File: src/rtl/ordt_pkg.sv
// Shared types and constants for the ordered array table.
package ordt_pkg;

  // Fixed field widths of the transfer channels
  localparam int ACT_W     = 4;
  localparam int POS_W     = 8;
  localparam int WORD_W    = 32;
  localparam int CNT_OUT_W = 9;

  // Default sizing
  localparam int DEPTH_DEF     = 256;
  localparam int WORD_BITS_DEF = 32;

  // Operation codes
  typedef enum logic [ACT_W-1:0] {
    ACT_GET    = 4'd0,
    ACT_SET    = 4'd1,
    ACT_PUSH   = 4'd2,
    ACT_POP    = 4'd3,
    ACT_INSERT = 4'd4,
    ACT_REMOVE = 4'd5,
    ACT_FRONT  = 4'd6,
    ACT_BACK   = 4'd7,
    ACT_CLEAR  = 4'd8
  } act_t;

endpackage

File: src/rtl/ordt_ifs.sv
// Request and response channel interfaces of the ordered array table.
interface ordt_req_if import ordt_pkg::*; ();
  logic                 valid;
  logic                 ready;
  logic [ACT_W-1:0]     action;
  logic [POS_W-1:0]     position;
  logic [WORD_W-1:0]    word_in;

  modport source (output valid, action, position, word_in, input ready);
  modport sink   (input valid, action, position, word_in, output ready);
endinterface

interface ordt_rsp_if import ordt_pkg::*; ();
  logic                 valid;
  logic                 ready;
  logic                 ok;
  logic [WORD_W-1:0]    word_out;
  logic [CNT_OUT_W-1:0] count_now;
  logic                 is_empty;

  modport source (output valid, ok, word_out, count_now, is_empty, input ready);
  modport sink   (input valid, ok, word_out, count_now, is_empty, output ready);
endinterface

File: src/rtl/ordt_ctrl.sv
// Operation sequencer: decodes requests, walks the memory for shifts, holds the response.
module ordt_ctrl import ordt_pkg::*; #(
  parameter int DEPTH     = DEPTH_DEF,
  parameter int WORD_BITS = WORD_BITS_DEF,
  localparam int ADDR_W   = $clog2(DEPTH),
  localparam int CNT_W    = $clog2(DEPTH + 1)
) (
  input  logic                 clk,
  input  logic                 rst,
  ordt_req_if.sink             req,
  ordt_rsp_if.source           rsp,
  output logic                 mem_wr_en,
  output logic [ADDR_W-1:0]    mem_wr_addr,
  output logic [WORD_BITS-1:0] mem_wr_data,
  output logic                 mem_rd_en,
  output logic [ADDR_W-1:0]    mem_rd_addr,
  input  logic [WORD_BITS-1:0] mem_rd_data
);

  localparam int CMP_W = (CNT_W > POS_W) ? CNT_W : POS_W;

  typedef enum logic [1:0] {S_IDLE, S_RUN, S_FINAL, S_RESP} state_t;

  state_t               state;
  logic [CNT_W-1:0]     count;
  act_t                 op;
  logic [ADDR_W-1:0]    cur;
  logic [ADDR_W-1:0]    last;
  logic [ADDR_W-1:0]    ins_pos;
  logic [WORD_BITS-1:0] ins_word;
  logic                 issuing;
  logic                 first;
  logic                 lag_valid;
  logic                 lag_first;
  logic [ADDR_W-1:0]    lag_addr;
  logic                 res_ok;
  logic [WORD_BITS-1:0] res_word;

  logic                 out_valid;
  logic                 out_ok;
  logic [WORD_W-1:0]    out_word;
  logic [CNT_OUT_W-1:0] out_cnt;
  logic                 out_empty;

  // Decode of the incoming request
  logic                       fire;
  logic [CMP_W-1:0]           pos_ext;
  logic [CMP_W-1:0]           cnt_ext;
  logic                       in_range;
  logic                       not_empty;
  logic                       not_full;
  logic [ADDR_W-1:0]          pos_addr;
  logic [ADDR_W-1:0]          cnt_addr;
  logic [ADDR_W-1:0]          cnt_last;
  logic [WORD_BITS+WORD_W-1:0] word_wide;
  logic [WORD_BITS-1:0]       word_st;
  logic                       dec_ok;
  logic                       dec_run;
  logic                       dec_wr;
  logic [ADDR_W-1:0]          dec_wr_addr;
  logic [ADDR_W-1:0]          dec_start;
  logic [ADDR_W-1:0]          dec_last;
  logic [CNT_W-1:0]           dec_cnt;

  // Shift write-back and response load
  logic                       lag_wr;
  logic                       load;
  logic [WORD_BITS+WORD_W-1:0] res_wide;
  logic [CNT_W+CNT_OUT_W-1:0] cnt_wide;

  assign fire      = req.valid && req.ready;
  assign req.ready = (state == S_IDLE);

  always_comb begin
    pos_ext   = CMP_W'(req.position);
    cnt_ext   = CMP_W'(count);
    in_range  = pos_ext < cnt_ext;
    not_empty = (count != '0);
    not_full  = (count != CNT_W'(DEPTH));
    pos_addr  = ADDR_W'(req.position);
    cnt_addr  = ADDR_W'(count);
    cnt_last  = ADDR_W'(count - CNT_W'(1));
    word_wide = {{WORD_BITS{1'b0}}, req.word_in};
    word_st   = word_wide[WORD_BITS-1:0];

    dec_ok      = 1'b0;
    dec_run     = 1'b0;
    dec_wr      = 1'b0;
    dec_wr_addr = pos_addr;
    dec_start   = pos_addr;
    dec_last    = pos_addr;
    dec_cnt     = count;
    case (req.action)
      ACT_GET: begin
        dec_ok  = in_range;
        dec_run = in_range;
      end
      ACT_SET: begin
        dec_ok = in_range;
        dec_wr = in_range;
      end
      ACT_PUSH: begin
        dec_ok      = not_full;
        dec_wr      = not_full;
        dec_wr_addr = cnt_addr;
        if (not_full) dec_cnt = count + CNT_W'(1);
      end
      ACT_POP: begin
        dec_ok    = not_empty;
        dec_run   = not_empty;
        dec_start = cnt_last;
        dec_last  = cnt_last;
        if (not_empty) dec_cnt = count - CNT_W'(1);
      end
      ACT_INSERT: begin
        dec_ok      = not_full;
        // past the end: plain append; otherwise shift from the top down
        dec_wr      = not_full && !in_range;
        dec_run     = not_full && in_range;
        dec_wr_addr = cnt_addr;
        dec_start   = cnt_last;
        dec_last    = pos_addr;
        if (not_full) dec_cnt = count + CNT_W'(1);
      end
      ACT_REMOVE: begin
        dec_ok   = in_range;
        dec_run  = in_range;
        dec_last = cnt_last;
        if (in_range) dec_cnt = count - CNT_W'(1);
      end
      ACT_FRONT: begin
        dec_ok    = not_empty;
        dec_run   = not_empty;
        dec_start = '0;
        dec_last  = '0;
      end
      ACT_BACK: begin
        dec_ok    = not_empty;
        dec_run   = not_empty;
        dec_start = cnt_last;
        dec_last  = cnt_last;
      end
      ACT_CLEAR: begin
        dec_ok  = 1'b1;
        dec_cnt = '0;
      end
      default: begin
        dec_ok = 1'b0;
      end
    endcase
  end

  // Shift step: data read last cycle is written one place up (insert) or down (remove)
  assign lag_wr = lag_valid && ((op == ACT_INSERT) || ((op == ACT_REMOVE) && !lag_first));

  // Memory port steering
  always_comb begin
    mem_rd_en   = (state == S_RUN) && issuing;
    mem_rd_addr = cur;
    mem_wr_en   = 1'b0;
    mem_wr_addr = dec_wr_addr;
    mem_wr_data = word_st;
    if (state == S_IDLE) begin
      mem_wr_en = fire && dec_wr;
    end else if (state == S_RUN) begin
      mem_wr_en   = lag_wr;
      mem_wr_addr = (op == ACT_INSERT) ? lag_addr + ADDR_W'(1) : lag_addr - ADDR_W'(1);
      mem_wr_data = mem_rd_data;
    end else if (state == S_FINAL) begin
      mem_wr_en   = 1'b1;
      mem_wr_addr = ins_pos;
      mem_wr_data = ins_word;
    end
  end

  assign load     = (state == S_RESP) && (!out_valid || rsp.ready);
  assign res_wide = {{WORD_W{1'b0}}, res_word};
  assign cnt_wide = {{CNT_OUT_W{1'b0}}, count};

  // Sequencer state and response register
  always_ff @(posedge clk) begin
    if (rst) begin
      state     <= S_IDLE;
      count     <= '0;
      issuing   <= 1'b0;
      lag_valid <= 1'b0;
      out_valid <= 1'b0;
    end else begin
      // a response taken with no new one loaded empties the register
      if (out_valid && rsp.ready && !load) out_valid <= 1'b0;
      case (state)
        S_IDLE: begin
          if (fire) begin
            op       <= act_t'(req.action);
            count    <= dec_cnt;
            res_ok   <= dec_ok;
            res_word <= '0;
            cur      <= dec_start;
            last     <= dec_last;
            ins_pos  <= pos_addr;
            ins_word <= word_st;
            issuing  <= dec_run;
            first    <= 1'b1;
            state    <= dec_run ? S_RUN : S_RESP;
          end
        end
        S_RUN: begin
          if (issuing) begin
            first <= 1'b0;
            if (cur == last) begin
              issuing <= 1'b0;
            end else begin
              cur <= (op == ACT_INSERT) ? cur - ADDR_W'(1) : cur + ADDR_W'(1);
            end
          end
          lag_valid <= issuing;
          lag_first <= first;
          lag_addr  <= cur;
          // first word read is the answer for every read-type operation
          if (lag_valid && lag_first && (op != ACT_INSERT)) res_word <= mem_rd_data;
          if (!issuing && lag_valid) state <= (op == ACT_INSERT) ? S_FINAL : S_RESP;
        end
        S_FINAL: begin
          state <= S_RESP;
        end
        S_RESP: begin
          if (load) begin
            out_valid <= 1'b1;
            out_ok    <= res_ok;
            out_word  <= res_wide[WORD_W-1:0];
            out_cnt   <= cnt_wide[CNT_OUT_W-1:0];
            out_empty <= (count == '0);
            state     <= S_IDLE;
          end
        end
        default: begin
          state <= S_IDLE;
        end
      endcase
    end
  end

  assign rsp.valid     = out_valid;
  assign rsp.ok        = out_ok;
  assign rsp.word_out  = out_word;
  assign rsp.count_now = out_cnt;
  assign rsp.is_empty  = out_empty;

  // Count never passes capacity
  a_count_cap: assert property (@(posedge clk) disable iff (rst)
    count <= CNT_W'(DEPTH))
    else $error("entry count exceeds capacity");

  // Shift reads and write-backs never touch the same entry in one cycle
  a_no_rw_clash: assert property (@(posedge clk) disable iff (rst)
    !(mem_rd_en && mem_wr_en && (mem_rd_addr == mem_wr_addr)))
    else $error("read and write to the same entry in one cycle");

  // A transfer in always starts work
  a_fire_leaves_idle: assert property (@(posedge clk) disable iff (rst)
    fire |=> (state != S_IDLE))
    else $error("request taken but sequencer stayed idle");

  // Pending read data only exists while walking the memory
  a_lag_in_run: assert property (@(posedge clk) disable iff (rst)
    lag_valid |-> (state == S_RUN))
    else $error("read data pending outside a memory walk");

endmodule

File: src/flat_wrapper.sv
// flat-port wrapper written by rule: the top's interface ports become plain ports
module ordt_ctrl_flat import ordt_pkg::*;
#(
  parameter int DEPTH     = DEPTH_DEF,
  parameter int WORD_BITS = WORD_BITS_DEF,
  localparam int ADDR_W   = $clog2(DEPTH),
  localparam int CNT_W    = $clog2(DEPTH + 1)
)
  (clk, rst, mem_wr_en, mem_wr_addr, mem_wr_data, mem_rd_en, mem_rd_addr, mem_rd_data, req_valid, req_action, req_position, req_word_in, req_ready, rsp_valid, rsp_ok, rsp_word_out, rsp_count_now, rsp_is_empty, rsp_ready);
  ordt_req_if req_i ();
  ordt_rsp_if rsp_i ();
  input  logic clk;
  input  logic rst;
  output logic mem_wr_en;
  output logic [ADDR_W-1:0] mem_wr_addr;
  output logic [WORD_BITS-1:0] mem_wr_data;
  output logic mem_rd_en;
  output logic [ADDR_W-1:0] mem_rd_addr;
  input  logic [WORD_BITS-1:0] mem_rd_data;
  input wire logic [$bits(req_i.valid)-1:0] req_valid;
  input wire logic [$bits(req_i.action)-1:0] req_action;
  input wire logic [$bits(req_i.position)-1:0] req_position;
  input wire logic [$bits(req_i.word_in)-1:0] req_word_in;
  output wire logic [$bits(req_i.ready)-1:0] req_ready;
  output wire logic [$bits(rsp_i.valid)-1:0] rsp_valid;
  output wire logic [$bits(rsp_i.ok)-1:0] rsp_ok;
  output wire logic [$bits(rsp_i.word_out)-1:0] rsp_word_out;
  output wire logic [$bits(rsp_i.count_now)-1:0] rsp_count_now;
  output wire logic [$bits(rsp_i.is_empty)-1:0] rsp_is_empty;
  input wire logic [$bits(rsp_i.ready)-1:0] rsp_ready;
  assign req_i.valid = req_valid;
  assign req_i.action = req_action;
  assign req_i.position = req_position;
  assign req_i.word_in = req_word_in;
  assign req_ready = req_i.ready;
  assign rsp_valid = rsp_i.valid;
  assign rsp_ok = rsp_i.ok;
  assign rsp_word_out = rsp_i.word_out;
  assign rsp_count_now = rsp_i.count_now;
  assign rsp_is_empty = rsp_i.is_empty;
  assign rsp_i.ready = rsp_ready;
  ordt_ctrl #(.DEPTH(DEPTH), .WORD_BITS(WORD_BITS)) u_core (.clk(clk), .rst(rst), .req(req_i), .rsp(rsp_i), .mem_wr_en(mem_wr_en), .mem_wr_addr(mem_wr_addr), .mem_wr_data(mem_wr_data), .mem_rd_en(mem_rd_en), .mem_rd_addr(mem_rd_addr), .mem_rd_data(mem_rd_data));
endmodule
File: config.mk
export PLATFORM = sky130hd
export DESIGN_NAME = ordt_ctrl_flat
export DESIGN_NICKNAME = d
export VERILOG_FILES = /design/src/rtl/ordt_pkg.sv /design/src/rtl/ordt_ifs.sv /design/src/rtl/ordt_ctrl.sv /design/src/flat_wrapper.sv
export SDC_FILE = /design/constraint.sdc
export NUM_CORES = 1
export LEC_CHECK = 0
export BUFFER_PORTS_ARGS = -buffer_cell sky130_fd_sc_hd__buf_2
export CAP_MARGIN = 20
export CORE_ASPECT_RATIO = 0.75
export CORE_MARGIN = 4
export CORE_UTILIZATION = 45
export CTS_CLUSTER_DIAMETER = 80
export DETAILED_ROUTE_END_ITERATION = 8
export PLACE_DENSITY = 0.68
export SYNTH_ARGS = -nofsm -noshare
export SYNTH_HDL_FRONTEND = slang
export SYNTH_SLANG_ARGS = --single-unit
File: constraint.sdc
create_clock -name clk -period 9.5 [get_ports clk]
set_input_delay 1.9 -clock clk [delete_from_list [all_inputs] [get_ports clk]]
set_output_delay 1.9 -clock clk [all_outputs]
set_load 0.03 [all_outputs]
==> impl_metrics.py, run 1 <==
metrics = {
    "place": {
        "port_buffers": 174,
        "hpwl_um": 14800,
        "numPlacedInstances": 1099,
        "gp_congestion": 0.924,
        "placed_area_mm2": 0.00924,
    },
    "setup_path": {
        "crit_arrival_ns": 4.06,
        "worstSetupPathType": "input pin to output port",
        "worstPathRequired_ns": 7.60,
        "path_max_fanout": 5,
        "cp-start-kind": "input pin",
        "end_kind": "output port",
    },
    "cells_and_area": {
        "nNetsFinal": 985,
        "design_area_mm2": 0.00986,
        "area_growth_pct": 20.8,
        "fillers": 1520,
        "drive_above_1_share": 0.263,
        "fin_cells": 1132,
    },
    "synth": {
        "avgSynthCellArea_um2": 11.3,
        "ys_seq_elements": 160,
        "synth_mux_area_frac": 0.00782,
        "synth_nets": 828,
        "synth_top_family_by_area": "compound AO/OA/AOI/OAI gates",
        "synth-compound-area-share": 0.173,
        "yosysUniqueCellTypes": 64,
        "synth_xor_xnor_area_share": 0.0311,
        "synth_seq_area_share": 0.572,
        "yosys.area_share.simple": 0.135,
        "synth_flop_cell": "edfxtp_1",
        "postSynth.asyncResetShare": 0,
        "yosysWarnings": 0,
        "syn_area_mm2": 0.00816,
        "synth-edff-count": 146,
        "synth_adder_area_share": 0.0463,
        "postSynthCellCount": 719,
    },
    "drt": {
        "routed_wl_um": 21500,
        "first_pass_iters": 5,
        "drc": 0,
        "vias": 6338,
        "wl_per_cell_um": 19.0,
        "drt.antenna.violating_nets": 0,
        "drt_iter0_drc": 515,
        "viasPerCell": 5.60,
    },
    "power": {
        "p_per_area_mw_per_mm2": 291,
        "max-vdd-ir-drop_mv": 0.138,
        "power.total_mw": 2.87,
        "leakagePower_nw": 3.74,
    },
    "job": {
        "cap_violations": 0,
    },
    "floorplanning": {
        "die_area_mm2": 0.0204,
        "placementRows": 42,
        "ios": 175,
        "start_util": 0.461,
        "fp.dieW_um": 163,
        "design.core.area_mm2": 0.0177,
        "die_y_um": 125,
    },
    "timing": {
        "clock_skew_ns": 0.0108,
        "setup_viol": 0,
        "slew_viol_final": 0,
        "final_hold_viol_count": 0,
        "fmax_mhz": 168,
        "tightestPinTransition_ns": 1.07,
        "final.setup.tns_ns": 0,
        "finalCritPeriodShare": 0.627,
        "period_minus_slack_ns": 5.96,
        "relSlewSlack": 0.286,
        "whs_ns": 0.417,
        "grt_setup_unrepaired": "false",
    },
    "clocking": {
        "clock_latency_ns": 0.43,
        "ctsLongestPathBuffers": 2,
        "cts_tree": "built",
        "post_cts.repair.setup_buffers": 0,
        "postCtsResizedCells": 0,
        "cts_made_buffers": 17,
        "ctsHtreeMaxLevel": 4,
        "clk_pin_slew_worst_paths_ns": 0.08,
        "cts_hold_buf": 0,
        "cts.sinks": 160,
        "cts_root_buf": "clkbuf_16",
    },
    "grt": {
        "grt_pass1_vias": 6025,
        "grt_pass1_wl_um": 33500,
        "grt-ovfl-total": 0,
        "grt_usage": 0.210,
        "antenna_found_initial": 1,
        "grt_max_degree": 62,
    },
    "outcome": {
        "status": "finished clean",
    },
    "worst_hold_path": {
        "hp-class": "flop to flop",
    },
}
==> cells in the mapped netlist (3+ instances only) <==
master	instances	area [um^2]
nor3_1	10	50.1
o22ai_1	6	37.5
nor3b_1	3	22.5
mux2i_1	3	30.0
nor2b_1	42	263
ha_1	27	338
nand3_1	8	40.0
clkbuf_1	35	131
nand4_1	4	25.0
a211oi_1	14	105
mux2_2	3	33.8
dfxtp_1	14	280
and3_1	3	18.8
nand2_1	32	120
buf_1	4	15.0
nor2_1	44	165
buf_2	5	25.0
a21o_1	7	52.6
a31oi_1	3	18.8
o21ai_0	64	320
edfxtp_1	146	4380
xnor2_1	21	184
a21oi_1	62	310
nand2b_1	4	25.0
inv_1	21	78.8
o22a_1	3	26.3
xor2_1	8	70.1
and2_1	35	219
a22oi_1	36	270
==> metrics by stage <==
stage / utilization / setup slack [ns]
6_report: 0.557 / 3.54
3_5_place_dp: 0.522 / 3.59
2_1_floorplan: - / 3.72
4_1_cts: 0.556 / 3.57
5_1_grt: 0.557 / 3.39
3_3_place_gp: 0.522 / 3.63
==> cell type report <==
cell class                 count  area (um^2)  area share
sequential                   160         4660       0.473
multi-input combinational    491         3250       0.329
timing repair buffer         184          946      0.0960
clock buffer                  17          425      0.0432
tap                          242          303      0.0307
clock inverter                15          185      0.0188
inverter                      22         82.6     0.00838
antenna                        1         2.50    0.000254
==> cell usage in the layout (no fill, tap or decap), drive strengths merged, types with 3 or more instances in the layout <==
cell type and count:
a21o 7, and3 3, a21oi 62, inv 28, o22ai 6, mux2i 3, edfxtp 146, clkinv 8
nor2 44, nand4 4, ha 27, o21ai 64, xor2 8, nand2 32, nor3 11, o22a 3
nand3 8, nor3b 3, clkbuf 17, buf 184, dfxtp 14, a211oi 15, xnor2 21, nor2b 42
nand2b 4, a22oi 36, nor4 4, and2 35, mux2 3, a31oi 3
==> where the power goes <==
group	switching (mW)	internal [mW]
registers	0.0774	0.946
logic	0.799	0.358
clock network	0.328	0.358
==> routing by layer <==
| layer | up-vias | GRT usage | routed length, um |
|---|---|---|---|
| li1 | 3000 | - | - |
| met1 | 3013 | 0.312 | 9860 |
| met2 | 287 | 0.304 | 9190 |
| met3 | 38 | 0.0493 | 1890 |
| met4 | 0 | 0.0705 | 522 |
| met5 | - | 0 | 0 |
==> critical path, cell delays in order <==
cell	delay, ns
buf_2	0.13
ha_1	0.31
a211oi_1	0.21
o32ai_1	0.12
a21oi_1	0.53
mux2_2	0.41
a31oi_1	0.14
o22ai_1	0.10
buf_2	0.20
==> final timing paths <==
path                  startpoint                 endpoint  slack [ns]  cells past startpoint
max              req_position[6]                mem_wr_en        3.54                      9
min          u_core.res_word[16]  u_core.rsp.word_out[16]        0.42                      0
max reg2reg      u_core.state[1]    u_core.mem_rd_addr[6]        6.27                      6
min reg2reg  u_core.res_word[16]  u_core.rsp.word_out[16]        0.42                      0
==> cell families after synthesis <==
logic type                 Yosys count
xor gates and xnor gates            29
DFF                                160
and+or+nand+nor                    202
AOI/OAI and AO/OA                  225
muxes                                6
adders and majority gates           29
buffers and inverters               68
==> state kept, by name, summed over array words and instances, names as in the netlist, 2 cells and up <==
| name | flops |
|---|---|
| u_core.rsp.word_out | 32 |
| u_core.last | 8 |
| u_core.lag_addr | 8 |
| u_core.op | 4 |
| u_core.mem_rd_addr | 8 |
| u_core.res_word | 32 |
| u_core.ins_word | 32 |
| u_core.cnt_ext | 9 |
| u_core.ins_pos | 8 |
| u_core.state | 2 |
| u_core.rsp.count_now | 9 |
(Power assumes the default switching activity.)
==> run 2: changes to the inputs <==
==> constraint.sdc (replaced) <==
create_clock -name clk -period 6 [get_ports clk]
set_input_delay 1.2 -clock clk [delete_from_list [all_inputs] [get_ports clk]]
set_output_delay 1.2 -clock clk [all_outputs]
set_load 0.03 [all_outputs]
==> impl_metrics.py, run 2 (same netlist as run 1, synthesis figures left out) <==
metrics = {
    "drt": {
        "vias": 6394,
        "wl_per_cell_um": 19.1,
        "first_pass_iters": 5,
        "drt.antenna.violating_nets": 0,
        "drc": 0,
        "drt_iter0_drc": 636,
        "viasPerCell": 5.65,
        "routed_wl_um": 21600,
    },
    "cells_and_area": {
        "seq_area_mm2": 0.00466,
        "nNetsFinal": 986,
        "fin_util": 0.557,
        "multi_input_area_mm2": 0.00325,
        "drive_above_1_share": 0.264,
        "layout_commonest_cell": "buf_2",
        "fin_cells": 1132,
        "design_area_mm2": 0.00986,
        "antenna_cells": 0,
        "area_growth_pct": 20.9,
        "final_cell_mix": "174 x buf_2, 146 x edfxtp_1, 64 x o21ai_0",
        "fillers": 1533,
    },
    "worst_hold_path": {
        "whs_path_depth": 0,
        "hold_start": "u_core.res_word[23]",
        "hp-class": "flop to flop",
        "hold_end": "u_core.rsp.word_out[23]",
    },
    "timing": {
        "finalCritPeriodShare": 0.758,
        "clock_skew_ns": 0.00813,
        "fmax_mhz": 220,
        "period_minus_slack_ns": 4.55,
        "tightestPinTransition_ns": 1.04,
        "grt_setup_unrepaired": "false",
        "setup_viol": 0,
        "relSlewSlack": 0.295,
        "final_hold_viol_count": 0,
        "slew_viol_final": 0,
        "final.setup.tns_ns": 0,
    },
    "setup_path": {
        "r2r_setup_slack_ns": 2.74,
        "worstSetupPathType": "flop to output port",
        "max_stage_delay_ns": 0.58,
        "r2r_start": "u_core.op[1]",
        "end_kind": "output port",
        "crit_arrival_ns": 3.35,
        "r2r-end": "u_core.mem_rd_addr[7]",
        "path_max_fanout": 11,
        "crit_chain": "nor3b_1 > nand2b_1 > fa_1 > a21o_1 > a21oi_1 > o21ai_0 > xnor2_1 > a211oi_1 > buf_2",
        "crit_start": "u_core.op[1]",
        "worstPathRequired_ns": 4.80,
        "crit_slowest_cell": "fa_1",
        "cp-start-kind": "flop",
        "reg2reg_depth": 10,
    },
    "floorplanning": {
        "fp.dieW_um": 163,
        "die_area_mm2": 0.0204,
        "design.core.area_mm2": 0.0177,
        "ios": 175,
        "placementRows": 42,
        "die_y_um": 125,
        "start_util": 0.461,
    },
    "power": {
        "leakagePower_nw": 3.75,
        "p_per_area_mw_per_mm2": 459,
        "max-vdd-ir-drop_mv": 0.240,
    },
    "place": {
        "numPlacedInstances": 1099,
        "gp_congestion": 0.927,
        "placed_area_mm2": 0.00924,
        "port_buffers": 174,
        "hpwl_um": 15000,
    },
    "clocking": {
        "cts.sinks": 160,
        "clock_latency_ns": 0.43,
        "ctsHtreeMaxLevel": 4,
        "post_cts.repair.setup_buffers": 0,
        "cts_tree": "built",
        "postCtsResizedCells": 0,
        "clk_pin_slew_worst_paths_ns": 0.07,
        "cts_root_buf": "clkbuf_16",
        "cts_made_buffers": 17,
        "cts_hold_buf": 0,
        "ctsLongestPathBuffers": 2,
    },
    "grt": {
        "grt_pass1_vias": 5903,
        "grt_pass1_wl_um": 33000,
        "grt_usage": 0.209,
        "grt_max_degree": 94,
        "grt-ovfl-total": 0,
        "antenna_found_initial": 0,
    },
    "outcome": {
        "status": "finished clean",
    },
    "job": {
        "cap_violations": 0,
    },
}
run 2: critical path: cells and delay by family (launching register included):
| family | cells | cell delay (ns) |
|---|---|---|
| buf+inv | 1 | 0.24 |
| compound gates | 4 | 0.78 |
| fa+ha+maj | 1 | 0.58 |
| flops | 1 | 0.37 |
| simple gates | 2 | 0.76 |
| xor+xnor | 1 | 0.18 |
run 2: layout make-up:
type                    instances  area share
multi-input cells             491       0.329
inverters                      22     0.00837
well taps                     242      0.0307
repair buffers                185      0.0987
flip-flops and latches        160       0.473
clock inverters                15      0.0167
clock buffers                  17      0.0431
run 2: power breakdown:
part,total [mW],leakage [nW],switching [mW],internal (mW)
clock network,1.06,0.287,0.505,0.559
logic,1.85,2.00,1.27,0.575
registers,1.62,1.47,0.119,1.50
run 2: layer usage:
metal | wire length (um) | global-route usage | part of all wire | vias up
li1 | - | - | - | 3008
met5 | 0 | 0 | 0 | -
met2 | 9560 | 0.306 | 0.44 | 294
met4 | 371 | 0.0592 | 0.017 | 0
met3 | 2000 | 0.0543 | 0.093 | 34
met1 | 9670 | 0.308 | 0.45 | 3058
run 2: worst max-delay path by stage:
| stage | endpoint | slack (ns) | depth (start not counted) |
|---|---|---|---|
| 6_report | mem_wr_addr[6] | 1.45 | 9 |
| 3_3_place_gp | mem_wr_en | 1.52 | 9 |
| 4_1_cts | mem_wr_addr[6] | 1.38 | 9 |
| 2_1_floorplan | u_core.rsp.count_now[0] | 0.92 | 3 |
| 3_5_place_dp | mem_wr_en | 1.53 | 9 |
| 5_1_grt | mem_wr_addr[6] | 1.14 | 9 |
run 2: through the flow:
stage	hold slack (ns)	total power [mW]	setup WS, ns
final	0.418	4.53	1.45
after global routing	0.423	4.77	1.14
after CTS	0.414	4.54	1.38
after detailed placement	0.405	3.47	1.53
after global placement	0.401	3.45	1.52
after floorplan	0.400	2.92	0.922
==> run 3: changes to the inputs <==
==> constraint.sdc (replaced) <==
create_clock -name clk -period 4.54 [get_ports clk]
set_input_delay 0.908 -clock clk [delete_from_list [all_inputs] [get_ports clk]]
set_output_delay 0.908 -clock clk [all_outputs]
set_load 0.03 [all_outputs]
==> impl_metrics.py, run 3 (same netlist as run 1, synthesis figures left out) <==
metrics = {
    "cells_and_area": {
        "layout_commonest_cell": "buf_2",
        "fin_cells": 1133,
        "area_growth_pct": 21.1,
        "design_area_mm2": 0.00988,
        "antenna_cells": 0,
        "fillers": 1511,
        "final_cell_mix": "174 x buf_2, 146 x edfxtp_1, 64 x o21ai_0",
        "nNetsFinal": 987,
        "drive_above_1_share": 0.265,
    },
    "worst_hold_path": {
        "hold_start": "u_core.res_word[27]",
        "hold_end": "u_core.rsp.word_out[27]",
        "hp-class": "flop to flop",
        "whs_path_depth": 0,
    },
    "timing": {
        "setup_viol": 0,
        "period_minus_slack_ns": 4.19,
        "slew_viol_final": 0,
        "finalCritPeriodShare": 0.922,
        "relSlewSlack": 0.335,
        "final.setup.tns_ns": 0,
        "clock_skew_ns": 0.00995,
        "fmax_mhz": 239,
        "grt_setup_unrepaired": "false",
        "final_hold_viol_count": 0,
        "tightestPinTransition_ns": 0.983,
    },
    "grt": {
        "grt-ovfl-total": 0,
        "antenna_found_initial": 1,
        "grt_usage": 0.211,
        "grtUsageMet3": 0.0506,
        "use_met1": 0.321,
        "grt_pass1_wl_um": 33400,
        "grt_max_degree": 94,
        "grtUsageMet2": 0.300,
        "grt_pass1_vias": 5843,
        "grt_busiest_layer": "met1",
    },
    "setup_path": {
        "worstSetupPathType": "flop to output port",
        "end_kind": "output port",
        "cp-start-kind": "flop",
        "reg2reg_depth": 10,
        "r2r_setup_slack_ns": 1.41,
        "path_max_fanout": 11,
        "crit_arrival_ns": 3.28,
        "r2r_start": "u_core.op[1]",
        "worstPathRequired_ns": 3.63,
        "r2r-end": "u_core.mem_rd_addr[7]",
    },
    "clocking": {
        "cts_made_buffers": 17,
        "cts_hold_buf": 0,
        "clock_latency_ns": 0.43,
        "postCtsResizedCells": 0,
        "clk_pin_slew_worst_paths_ns": 0.07,
        "ctsHtreeMaxLevel": 4,
        "cts_tree": "built",
        "ctsLongestPathBuffers": 2,
        "cts_root_buf": "clkbuf_16",
        "cts.sinks": 160,
        "post_cts.repair.setup_buffers": 0,
    },
    "floorplanning": {
        "design.core.area_mm2": 0.0177,
        "start_util": 0.461,
        "placementRows": 42,
        "die_y_um": 125,
        "die_area_mm2": 0.0204,
        "fp.dieW_um": 163,
        "ios": 175,
    },
    "drt": {
        "drt_iter0_drc": 633,
        "viasPerCell": 5.66,
        "vias": 6409,
        "first_pass_iters": 5,
        "routed_wl_um": 21700,
        "drt.antenna.violating_nets": 0,
        "wl_per_cell_um": 19.2,
        "drc": 0,
    },
    "place": {
        "gp_congestion": 0.890,
        "port_buffers": 174,
        "numPlacedInstances": 1101,
        "hpwl_um": 15000,
        "placed_area_mm2": 0.00927,
    },
    "power": {
        "max-vdd-ir-drop_mv": 0.342,
        "power.total_mw": 6.02,
        "leakagePower_nw": 3.76,
        "p_per_area_mw_per_mm2": 610,
    },
    "outcome": {
        "status": "finished clean",
    },
    "job": {
        "cap_violations": 0,
    },
}
## run 3: changes by cell type in the layout (fill, tap and decap cells not counted), sizes merged
| cell | change |
|---|---|
| buf | +1 |
| clkinv | +1 |
| clkinvlp | -1 |
## run 3: final cells by class
type | instances | area (um^2) | share of cell area
clock inverters | 15 | 181 | 0.0184
inverters | 22 | 82.6 | 0.00836
well taps | 242 | 303 | 0.0307
flip-flops and latches | 160 | 4660 | 0.472
clock buffers | 17 | 425 | 0.0431
repair buffers | 186 | 973 | 0.0985
multi-input cells | 491 | 3250 | 0.329
## run 3: power by group
group	internal, mW	leakage (nW)	switching (mW)	total (mW)
registers	1.98	1.47	0.154	2.13
logic	0.767	2.00	1.68	2.45
clock network	0.750	0.298	0.692	1.44
## run 3: how the worst max path moves through the flow
stage	startpoint	to	slack, ns	depth (start not counted)
after floorplan	rst	u_core.ins_pos[0]	0.54	3
after global placement	req_position[6]	mem_wr_en	0.66	9
after detailed placement	req_position[6]	mem_wr_en	0.65	9
after CTS	u_core.op[1]	mem_wr_addr[6]	0.35	9
after global routing	u_core.op[3]	mem_wr_addr[6]	0.07	9
final	u_core.op[1]	mem_wr_addr[6]	0.35	9
## run 3: routing by layer
metal / vias to the layer above / share of wire
met5: - / 0.00051
met4: 2 / 0.017
met3: 30 / 0.077
met2: 277 / 0.43
met1: 3095 / 0.47
li1: 3005 / -
## run 3: through the flow
stage                     hold slack (ns)  utilization  worst slack [ns]
after floorplan                     0.400            -             0.536
after global placement              0.400        0.524             0.658
after detailed placement            0.405        0.524             0.648
after CTS                           0.420        0.558             0.351
after global routing                0.424        0.558            0.0704
final                               0.418        0.558             0.354
## run 3: worst max-delay path: stages (launching register included)
cell      delay, ns
edfxtp_1       0.36
nor3b_1        0.32
nand2b_1       0.38
fa_1           0.58
a21o_1         0.17
a21oi_1        0.22
o21ai_0        0.15
xnor2_1        0.18
a211oi_1       0.26
buf_2          0.24
